$ cat src/hw/rtl/life_grid_generation_engine_top_macros.svh
// Assertion macros shared by the life grid engine modules.
`ifndef LIFE_GRID_GENERATION_ENGINE_TOP_MACROS_SVH
`define LIFE_GRID_GENERATION_ENGINE_TOP_MACROS_SVH

// Same-cycle implication.
`define LGGE_ASSERT_HOLDS(label, clk, rst, ante, cons, msg) \
   label: assert property (@(posedge clk) disable iff (rst) (ante) |-> (cons)) else $error(msg);

// Next-cycle implication.
`define LGGE_ASSERT_NEXT(label, clk, rst, ante, cons, msg) \
   label: assert property (@(posedge clk) disable iff (rst) (ante) |=> (cons)) else $error(msg);

`endif

$ cat src/hw/rtl/lgge_pkg.sv
// Package with types and constants of the life grid engine.
`timescale 1ns / 1ps
`default_nettype none
package lgge_pkg;

   localparam int GRID_SIZE_DEF = 32;
   localparam int ASZ_W         = 6;
   localparam logic [ASZ_W-1:0] ASZ_RST = 6'd25;
   localparam int KIND_W        = 2;
   localparam int COORD_W       = 5;
   localparam int CMP_W         = 8;
   localparam int NCNT_W        = 4;
   localparam logic [NCNT_W-1:0] BIRTH_CNT = 4'd3;
   localparam logic [NCNT_W-1:0] KEEP_CNT  = 4'd2;

   typedef enum logic [KIND_W-1:0] {
      KIND_WRITE  = 2'd0,
      KIND_STEP   = 2'd1,
      KIND_READ   = 2'd2,
      KIND_UNUSED = 2'd3
   } kind_type;

   typedef enum logic [1:0] {
      ST_IDLE,
      ST_DECODE,
      ST_MODIFY,
      ST_STEP
   } state_type;

   typedef struct packed {
      logic capture;
      logic acc_read;
      logic acc_modify;
      logic step_init;
      logic step_run;
      logic rsp_fire;
   } cmd_type;

   typedef struct packed {
      logic step_item;
      logic access_ok;
      logic size_zero;
      logic step_done;
   } sts_type;

endpackage
`default_nettype wire

$ cat src/hw/rtl/life_grid_generation_engine_top.sv
// Top level of the life grid engine: controller and datapath.
`timescale 1ns / 1ps
`default_nettype none
// Conway B3/S23 engine on a bounded square grid, all cells dead after reset.
// An item is taken at a clock edge with start high and busy low; its one
// result shows on the rsp_ ports for exactly one cycle with rsp_valid high
// and cannot be held off, so sample it then. A write or read in range reads
// its row, and a write stores the changed row back in the modify state. An
// out-of-range access, unused kind or step at active size zero is answered
// from decode. The active size is clipped to GRID_SIZE. The grid sits
// in a one-row-wide memory with one read and one write port, and a step
// sweeps it one row per cycle through three row buffers. A new item may be
// started in the cycle its predecessor's result is shown. Write the
// active_size register only while busy is low.
module life_grid_generation_engine_top #(
   parameter int GRID_SIZE = lgge_pkg::GRID_SIZE_DEF
) (
   input  wire logic                          clock,
   input  wire logic                          reset,
   input  wire logic                          start,
   output logic                               busy,
   input  wire logic [lgge_pkg::KIND_W-1:0]   req_kind,
   input  wire logic [lgge_pkg::COORD_W-1:0]  req_column,
   input  wire logic [lgge_pkg::COORD_W-1:0]  req_row,
   input  wire logic                          req_cell_value,
   output logic                               rsp_valid,
   output logic                               rsp_cell_state,
   output logic                               rsp_status,
   input  wire logic                          csr_write_en,
   input  wire logic [lgge_pkg::ASZ_W-1:0]    csr_write_data
);

   lgge_pkg::cmd_type cmd;
   lgge_pkg::sts_type sts;

   lgge_ctrl u_ctrl (
      .clock (clock),
      .reset (reset),
      .start (start),
      .busy  (busy),
      .cmd   (cmd),
      .sts   (sts)
   );

   lgge_dp #(
      .GRID_SIZE (GRID_SIZE)
   ) u_dp (
      .clock          (clock),
      .reset          (reset),
      .cmd            (cmd),
      .sts            (sts),
      .req_kind       (req_kind),
      .req_column     (req_column),
      .req_row        (req_row),
      .req_cell_value (req_cell_value),
      .csr_write_en   (csr_write_en),
      .csr_write_data (csr_write_data),
      .rsp_valid      (rsp_valid),
      .rsp_cell_state (rsp_cell_state),
      .rsp_status     (rsp_status)
   );

endmodule
`default_nettype wire

$ cat src/hw/rtl/lgge_ctrl.sv
// Controller state machine of the life grid engine.
`timescale 1ns / 1ps
`default_nettype none
`include "life_grid_generation_engine_top_macros.svh"
module lgge_ctrl (
   input  wire logic             clock,
   input  wire logic             reset,
   input  wire logic             start,
   output logic                  busy,
   output lgge_pkg::cmd_type     cmd,
   input  wire lgge_pkg::sts_type sts
);

   lgge_pkg::state_type state_ff, state_in;

   always_ff @(posedge clock) begin
      if (reset) begin
         state_ff <= lgge_pkg::ST_IDLE;
      end else begin
         state_ff <= state_in;
      end
   end

   always_comb begin
      state_in = state_ff;
      cmd      = '0;
      busy     = 1'b1;
      case (state_ff)
         lgge_pkg::ST_IDLE: begin
            busy = 1'b0;
            if (start) begin
               cmd.capture = 1'b1;
               state_in    = lgge_pkg::ST_DECODE;
            end
         end
         lgge_pkg::ST_DECODE: begin
            if (sts.access_ok) begin
               cmd.acc_read = 1'b1;
               state_in     = lgge_pkg::ST_MODIFY;
            end else if (sts.step_item && !sts.size_zero) begin
               cmd.step_init = 1'b1;
               state_in      = lgge_pkg::ST_STEP;
            end else begin
               cmd.rsp_fire = 1'b1;
               state_in     = lgge_pkg::ST_IDLE;
            end
         end
         lgge_pkg::ST_MODIFY: begin
            cmd.acc_modify = 1'b1;
            cmd.rsp_fire   = 1'b1;
            state_in       = lgge_pkg::ST_IDLE;
         end
         lgge_pkg::ST_STEP: begin
            cmd.step_run = 1'b1;
            if (sts.step_done) begin
               cmd.rsp_fire = 1'b1;
               state_in     = lgge_pkg::ST_IDLE;
            end
         end
         default: begin
            state_in = lgge_pkg::ST_IDLE;
         end
      endcase
   end

   `LGGE_ASSERT_NEXT(a_start_decodes, clock, reset, (state_ff == lgge_pkg::ST_IDLE) && start, state_ff == lgge_pkg::ST_DECODE, "accepted item did not enter decode")
   `LGGE_ASSERT_NEXT(a_fire_to_idle, clock, reset, cmd.rsp_fire, state_ff == lgge_pkg::ST_IDLE, "controller not idle after response")
   `LGGE_ASSERT_NEXT(a_step_stays, clock, reset, (state_ff == lgge_pkg::ST_STEP) && !sts.step_done, state_ff == lgge_pkg::ST_STEP, "generation sweep left early")

endmodule
`default_nettype wire

$ cat src/hw/rtl/lgge_dp.sv
// Datapath of the life grid engine: row memory, sweep buffers, rule logic, result register.
`timescale 1ns / 1ps
`default_nettype none
`include "life_grid_generation_engine_top_macros.svh"
module lgge_dp #(
   parameter int GRID_SIZE = lgge_pkg::GRID_SIZE_DEF
) (
   input  wire logic                             clock,
   input  wire logic                             reset,
   input  wire lgge_pkg::cmd_type                cmd,
   output lgge_pkg::sts_type                     sts,
   input  wire logic [lgge_pkg::KIND_W-1:0]      req_kind,
   input  wire logic [lgge_pkg::COORD_W-1:0]     req_column,
   input  wire logic [lgge_pkg::COORD_W-1:0]     req_row,
   input  wire logic                             req_cell_value,
   input  wire logic                             csr_write_en,
   input  wire logic [lgge_pkg::ASZ_W-1:0]       csr_write_data,
   output logic                                  rsp_valid,
   output logic                                  rsp_cell_state,
   output logic                                  rsp_status
);

   localparam int ROW_W = $clog2(GRID_SIZE);
   localparam int CNT_W = $clog2(GRID_SIZE + 2);

   lgge_pkg::kind_type               item_kind_ff;
   logic [lgge_pkg::COORD_W-1:0]     item_col_ff, item_row_ff;
   logic                             item_val_ff;
   logic [lgge_pkg::ASZ_W-1:0]       active_size_ff;

   logic [GRID_SIZE-1:0] cell_mem_ff [GRID_SIZE];
   logic [GRID_SIZE-1:0] row_vld_ff;
   logic [GRID_SIZE-1:0] rd_raw_ff;
   logic                 rd_vld_ff;

   logic [CNT_W-1:0]     step_k_ff;
   logic [GRID_SIZE-1:0] up_ff, mid_ff;

   logic                 rsp_valid_ff, rsp_cell_state_ff, rsp_status_ff;
   logic                 rsp_cell_state_in, rsp_status_in;

   logic [CNT_W-1:0]     size_n;
   logic                 in_range, step_done, write_step;
   logic [ROW_W-1:0]     row_idx, col_idx, rd_addr, wr_addr;
   logic                 rd_en, wr_en;
   logic [GRID_SIZE-1:0] rd_row, mod_row, wr_data, mask;
   logic [GRID_SIZE-1:0] up_m, mid_m, dn_m, next_row;
   logic [GRID_SIZE-1:0] up_l, up_r, mid_l, mid_r, dn_l, dn_r;

   always_ff @(posedge clock) begin
      if (reset) begin
         active_size_ff <= lgge_pkg::ASZ_RST;
      end else if (csr_write_en) begin
         active_size_ff <= csr_write_data;
      end
   end

   always_ff @(posedge clock) begin
      if (cmd.capture) begin
         item_kind_ff <= lgge_pkg::kind_type'(req_kind);
         item_col_ff  <= req_column;
         item_row_ff  <= req_row;
         item_val_ff  <= req_cell_value;
      end
   end

   always_comb begin
      if (lgge_pkg::CMP_W'(active_size_ff) > lgge_pkg::CMP_W'(GRID_SIZE)) begin
         size_n = CNT_W'(GRID_SIZE);
      end else begin
         size_n = CNT_W'(active_size_ff);
      end
   end

   assign in_range = (lgge_pkg::CMP_W'(item_col_ff) < lgge_pkg::CMP_W'(size_n)) &&
                     (lgge_pkg::CMP_W'(item_row_ff) < lgge_pkg::CMP_W'(size_n));
   assign row_idx  = ROW_W'(item_row_ff);
   assign col_idx  = ROW_W'(item_col_ff);
   assign step_done = (step_k_ff == size_n + CNT_W'(1));

   assign sts.step_item = (item_kind_ff == lgge_pkg::KIND_STEP);
   assign sts.access_ok = ((item_kind_ff == lgge_pkg::KIND_WRITE) ||
                           (item_kind_ff == lgge_pkg::KIND_READ)) && in_range;
   assign sts.size_zero = (size_n == '0);
   assign sts.step_done = step_done;

   assign write_step = cmd.step_run && (step_k_ff >= CNT_W'(2));
   assign rd_en   = cmd.acc_read || (cmd.step_run && (step_k_ff < size_n));
   assign rd_addr = cmd.step_run ? step_k_ff[ROW_W-1:0] : row_idx;
   assign wr_en   = (cmd.acc_modify && (item_kind_ff == lgge_pkg::KIND_WRITE)) || write_step;
   assign wr_addr = cmd.step_run ? ROW_W'(step_k_ff - CNT_W'(2)) : row_idx;
   assign wr_data = cmd.step_run ? next_row : mod_row;

   always_ff @(posedge clock) begin
      if (wr_en) begin
         cell_mem_ff[wr_addr] <= wr_data;
      end
      if (rd_en) begin
         rd_raw_ff <= cell_mem_ff[rd_addr];
      end
   end

   always_ff @(posedge clock) begin
      if (reset) begin
         row_vld_ff <= '0;
         rd_vld_ff  <= 1'b0;
      end else begin
         if (wr_en) begin
            row_vld_ff[wr_addr] <= 1'b1;
         end
         if (rd_en) begin
            rd_vld_ff <= row_vld_ff[rd_addr];
         end
      end
   end

   assign rd_row = rd_vld_ff ? rd_raw_ff : '0;

   always_comb begin
      mod_row          = rd_row;
      mod_row[col_idx] = item_val_ff;
   end

   always_ff @(posedge clock) begin
      if (reset) begin
         step_k_ff <= '0;
      end else if (cmd.step_init) begin
         step_k_ff <= '0;
      end else if (cmd.step_run) begin
         step_k_ff <= step_k_ff + CNT_W'(1);
      end
   end

   always_ff @(posedge clock) begin
      if (cmd.step_init) begin
         up_ff  <= '0;
         mid_ff <= '0;
      end else if (cmd.step_run && (step_k_ff != '0)) begin
         up_ff  <= mid_ff;
         mid_ff <= rd_row;
      end
   end

   for (genvar c = 0; c < GRID_SIZE; c++) begin : g_mask
      assign mask[c] = (CNT_W'(c) < size_n);
   end

   assign up_m  = up_ff & mask;
   assign mid_m = mid_ff & mask;
   assign dn_m  = step_done ? '0 : (rd_row & mask);
   assign up_l  = up_m << 1;
   assign up_r  = up_m >> 1;
   assign mid_l = mid_m << 1;
   assign mid_r = mid_m >> 1;
   assign dn_l  = dn_m << 1;
   assign dn_r  = dn_m >> 1;

   for (genvar c = 0; c < GRID_SIZE; c++) begin : g_rule
      logic [lgge_pkg::NCNT_W-1:0] ncnt;
      logic                        live;
      assign ncnt = lgge_pkg::NCNT_W'(up_l[c])  + lgge_pkg::NCNT_W'(up_m[c]) +
                    lgge_pkg::NCNT_W'(up_r[c])  + lgge_pkg::NCNT_W'(mid_l[c]) +
                    lgge_pkg::NCNT_W'(mid_r[c]) + lgge_pkg::NCNT_W'(dn_l[c]) +
                    lgge_pkg::NCNT_W'(dn_m[c])  + lgge_pkg::NCNT_W'(dn_r[c]);
      assign live = (ncnt == lgge_pkg::BIRTH_CNT) ||
                    (mid_m[c] && (ncnt == lgge_pkg::KEEP_CNT));
      assign next_row[c] = mask[c] ? live : mid_ff[c];
   end

   always_comb begin
      case (item_kind_ff)
         lgge_pkg::KIND_WRITE: begin
            rsp_cell_state_in = item_val_ff && in_range;
            rsp_status_in     = !in_range;
         end
         lgge_pkg::KIND_READ: begin
            rsp_cell_state_in = rd_row[col_idx] && in_range;
            rsp_status_in     = !in_range;
         end
         lgge_pkg::KIND_STEP: begin
            rsp_cell_state_in = 1'b0;
            rsp_status_in     = 1'b0;
         end
         default: begin
            rsp_cell_state_in = 1'b0;
            rsp_status_in     = 1'b1;
         end
      endcase
   end

   always_ff @(posedge clock) begin
      if (reset) begin
         rsp_valid_ff <= 1'b0;
      end else begin
         rsp_valid_ff <= cmd.rsp_fire;
      end
   end

   always_ff @(posedge clock) begin
      if (cmd.rsp_fire) begin
         rsp_cell_state_ff <= rsp_cell_state_in;
         rsp_status_ff     <= rsp_status_in;
      end
   end

   assign rsp_valid      = rsp_valid_ff;
   assign rsp_cell_state = rsp_cell_state_ff;
   assign rsp_status     = rsp_status_ff;

   `LGGE_ASSERT_NEXT(a_rsp_follows_fire, clock, reset, cmd.rsp_fire, rsp_valid_ff, "response strobe missing")
   `LGGE_ASSERT_HOLDS(a_no_addr_clash, clock, reset, rd_en && wr_en, rd_addr != wr_addr, "row read and write hit one address")
   `LGGE_ASSERT_HOLDS(a_step_bound, clock, reset, cmd.step_run, step_k_ff <= size_n + CNT_W'(1), "sweep counter past last row")

endmodule
`default_nettype wire
$ cat config.mk
export PLATFORM = sky130hd
export DESIGN_NAME = life_grid_generation_engine_top
export DESIGN_NICKNAME = d
export VERILOG_FILES = /design/src/hw/rtl/lgge_pkg.sv /design/src/hw/rtl/life_grid_generation_engine_top.sv /design/src/hw/rtl/lgge_ctrl.sv /design/src/hw/rtl/lgge_dp.sv
export VERILOG_INCLUDE_DIRS = /design/src /design/src/hw/rtl
export SDC_FILE = /design/constraint.sdc
export NUM_CORES = 2
export LEC_CHECK = 0
export BUFFER_PORTS_ARGS = -buffer_cell sky130_fd_sc_hd__clkbuf_2
export CORE_MARGIN = 3
export CORE_UTILIZATION = 45
export DETAILED_ROUTE_END_ITERATION = 7
export GPL_TIMING_DRIVEN = 1
export PLACE_DENSITY_LB_ADDON = 0.25
export SLEW_MARGIN = 0
export SYNTH_ARGS = -nofsm -noshare
export SYNTH_HDL_FRONTEND = slang
export SYNTH_SLANG_ARGS = --single-unit
$ cat constraint.sdc
create_clock -name clock -period 15.2 [get_ports clock]
set_input_delay 3.04 -clock clock [delete_from_list [all_inputs] [get_ports clock]]
set_output_delay 3.04 -clock clock [all_outputs]
set_load 0.01 [all_outputs]
==> results.sh <==
export IMPL_netlist_area_um2=53000
export IMPL_dieArea_um2=122000
export IMPL_synthFlopType="edfxtp_1"
export IMPL_final_cells=4915
export IMPL_final_cell_area_um2=59200
export IMPL_peakVddDrop_v=0.000104
export IMPL_worstSkewPairLatency_ns=0.73
export IMPL_firstDrtPassIters=7
export IMPL_placed_area_um2=55400
export IMPL_synth_seq_cells=1183
export IMPL_routedWlPerCell_um=28.5
export IMPL_initial_core_util=0.455
export IMPL_htree_levels=3
export IMPL_max_freq_mhz=138
export IMPL_drive_above_1_share=0.216
export IMPL_startpoint_type="flip-flop"
export IMPL_power_uw=6860
export IMPL_cts_made_buffers=119
export IMPL_rsz0062_at_grt="no"
export IMPL_cts_sinks=1183
export IMPL_ctsResizeCount=0
export IMPL_via_per_inst=5.99
export IMPL_rr_worst_depth=20
export IMPL_path_delay_family="adder cells"
export IMPL_antenna_found_initial=2
export IMPL_path_clk_slew_ns=0.08
export IMPL_max_cap_violations=0
export IMPL_worstHoldEndpoint="u_dp.up_ff[0]$_SDFFE_PP0P_"
export IMPL_num_vias=29400
export IMPL_cts_root_buffer="clkbuf_16"
export IMPL_syn2layout_area_growth_pct=11.8
export IMPL_timing_final_ws_setup_ns=7.94
export IMPL_synth_fp_nets=3482
export IMPL_crit_path_end_kind="flip-flop"
export IMPL_route_detailed_drc=0
export IMPL_cpMostUsedCell="fa_1"
export IMPL_yosysSeqAreaShare=0.650
export IMPL_synth_top_cell_area_share=0.607
export IMPL_relSlewSlack=0.0944
export IMPL_finalSetupViolCount=0
export IMPL_grt_pass1_wl_mm=206
export IMPL_cp_max_fo=32
export IMPL_dp_final_hpwl_mm=82.0
export IMPL_fp_row_count=125
export IMPL_tritoncts="done"
export IMPL_r2r_start="u_dp.active_size_ff[1]$_SDFFE_PP0P_"
export IMPL_die_h_um=349
export IMPL_synth_top_area_cell="edfxtp_1"
export IMPL_n_antenna_cell=0
export IMPL_power_leakage_uw=0.0207
export IMPL_ys_top_cells_by_area="edfxtp_1 61%, mux4_2 14%, fa_1 4.6%, dfxtp_1 4.2%, ha_1 2.7%"
export IMPL_synthTopCellsByCount="1,071 x edfxtp_1, 324 x mux4_2, 294 x inv_1"
export IMPL_synth_warnings=0
export IMPL_slew_viol_final=0
export IMPL_avgSynthCellArea_um2=16.4
export IMPL_drt_iter0_drc=3590
export IMPL_place_ws_ns=8.09
export IMPL_cts_setup_buffers=0
export IMPL_critPathLaunch="u_dp.active_size_ff[1]$_SDFFE_PP0P_"
export IMPL_portBuffers=26
export IMPL_synthArstFlopShare=0
export IMPL_cts_path_max_buffers=3
export IMPL_skew_ns=0.0297
export IMPL_nets=3549
export IMPL_die_w_um=349
export IMPL_slowest_stage="a21oi_2"
export IMPL_hold_viol=0
export IMPL_totalWireLength_mm=140
export IMPL_path_cells="inv_1 -> nor2_1 -> ha_1 -> xnor2_1 -> nor2_1 -> or4_1 -> or4_1 -> buf_4 -> nand4_1 -> fa_1 -> fa_1 -> inv_1 -> fa_1 -> inv_1 -> fa_1 -> a2111oi_0 -> a21oi_1 -> o21ai_0 -> a21oi_1 -> a21oi_2"
export IMPL_grt_max_degree=148
export IMPL_arrival_ns=7.59
export IMPL_core_um2=117000
export IMPL_crit_buf_inv=4
export IMPL_grt_pass1_vias=29200
export IMPL_synth_edf_count=1071
export IMPL_drt_antenna_violating_nets=0
export IMPL_period_minus_slack_ns=7.26
export IMPL_hold_start="u_dp.up_ff[0]$_SDFFE_PP0P_"
export IMPL_hold_class="flip-flop to flip-flop"
export IMPL_yosysMostFrequentCell="edfxtp_1"
export IMPL_post_route_period_util=0.477
export IMPL_crit_type="flip-flop to flip-flop"
export IMPL_crit_required_ns=15.53
export IMPL_r2r_slack_ns=7.94
export IMPL_status="complete, no violations"
export IMPL_gp_congestion=0.924
export IMPL_setup_tns_ns=0
export IMPL_hold_buffers=0
export IMPL_slowest_delay_ns=0.92
export IMPL_placed_cells=4691
export IMPL_r2r_end="u_dp.cell_mem_ff[25][20]$_DFFE_PP_"
export IMPL_hold_depth=2
export IMPL_yosysUniqueCellTypes=62
export IMPL_p_per_area_nw_per_um2=116
export IMPL_tightest_slew_ns=1.36
export IMPL_synth_cells=3221
export IMPL_ios=27
export IMPL_track_usage=0.233
export IMPL_overflow=0
worst register-to-register path, stage by stage, from the launching register on:
cell and delay, ns:
dfxtp_1 0.47, inv_1 0.14, nor2_1 0.28, ha_1 0.51, xnor2_1 0.20, nor2_1 0.07, or4_1 0.53, or4_1 0.82
buf_4 0.34, nand4_1 0.26, fa_1 0.45, fa_1 0.43, inv_1 0.08, fa_1 0.19, inv_1 0.05, fa_1 0.38
a2111oi_0 0.41, a21oi_1 0.07, o21ai_0 0.16, a21oi_1 0.09, a21oi_2 0.92
stage by stage:
step                 util  hold slack, ns
detailed placement  0.475           0.446
global placement    0.475           0.439
global route        0.508           0.474
CTS                 0.508           0.455
floorplan               -           0.432
finish              0.508           0.457
power by group:
| group | switching, uW | internal [uW] | total [uW] |
|---|---|---|---|
| sequential | 19.7 | 3550 | 3560 |
| combinational | 232 | 174 | 407 |
| clock | 1250 | 1640 | 2890 |
| total | 1500 | 5360 | 6860 |
area by class of cell:
class / instances / area, um^2
clock inverter: 68 / 606
tap: 1524 / 1910
fill: 9456 / 57300
sequential: 1183 / 34400
timing repair buffer: 106 / 756
clock buffer: 156 / 3240
inverter: 304 / 1140
multi-input combinational: 1574 / 17200
layout by cell type, fill, tap and decap left out, types with 17 or more instances in the layout:
| master | count |
|---|---|
| nand3_1 | 33 |
| o21a_1 | 34 |
| clkbuf_1 | 26 |
| nand2_1 | 245 |
| nor2b_1 | 17 |
| mux4_2 | 324 |
| a31oi_1 | 47 |
| inv_1 | 294 |
| clkinv_2 | 18 |
| edfxtp_1 | 1071 |
| clkbuf_2 | 26 |
| a21oi_1 | 162 |
| clkinv_1 | 22 |
| ha_1 | 115 |
| dfxtp_1 | 111 |
| buf_4 | 78 |
| mux2i_1 | 21 |
| nor2_4 | 33 |
| o21ai_0 | 59 |
| a2111oi_0 | 18 |
| mux2_2 | 33 |
| nand4_1 | 19 |
| nor2_1 | 102 |
| clkbuf_16 | 120 |
| fa_1 | 123 |
sequential cells by signal, indices dropped and copies added, names as in the netlist:
signal / flops
u_ctrl.state_ff: 2
u_dp.active_size_ff: 6
u_dp.cell_mem_ff: 1024
u_dp.col_idx: 5
u_dp.item_kind_ff: 2
u_dp.item_row_ff: 5
u_dp.item_val_ff: 1
u_dp.mid_ff: 32
u_dp.rd_raw_ff: 32
u_dp.rd_vld_ff: 1
u_dp.row_vld_ff: 32
u_dp.rsp_cell_state: 1
u_dp.rsp_status: 1
u_dp.rsp_valid: 1
u_dp.step_k_ff: 6
u_dp.up_ff: 32
metal layers:
| metal | part of all wire | vias to the layer above | global-route usage |
|---|---|---|---|
| met5 | 0.000093 | - | 0 |
| met3 | 0.080 | 205 | 0.0402 |
| met4 | 0.024 | 2 | 0.0574 |
| met1 | 0.43 | 15500 | 0.347 |
| li1 | - | 12400 | - |
| met2 | 0.46 | 1301 | 0.360 |
cells by family after synthesis:
group	count (synthesis)	share of synthesized area
AO/OA/AOI/OAI	413	0.0462
XOR/XNOR	12	0.00198
flip-flops	1183	0.650
buffers and inverters	464	0.0351
AND/OR/NAND/NOR	530	0.0442
adder cells (fa/ha/maj)	238	0.0737
multiplexers	381	0.149
worst max path at each step:
| stage | to | slack [ns] | cells after the start |
|---|---|---|---|
| 2_1_floorplan | u_dp.cell_mem_ff[0][20]$_DFFE_PP_ | 8.95 | 23 |
| 3_3_place_gp | u_dp.cell_mem_ff[3][20]$_DFFE_PP_ | 8.25 | 20 |
| 3_5_place_dp | u_dp.cell_mem_ff[23][20]$_DFFE_PP_ | 8.09 | 20 |
| 4_1_cts | u_dp.cell_mem_ff[26][20]$_DFFE_PP_ | 8.05 | 20 |
| 5_1_grt | u_dp.cell_mem_ff[25][20]$_DFFE_PP_ | 7.39 | 20 |
| 6_report | u_dp.cell_mem_ff[25][20]$_DFFE_PP_ | 7.94 | 20 |
(Power assumes the default switching activity.)
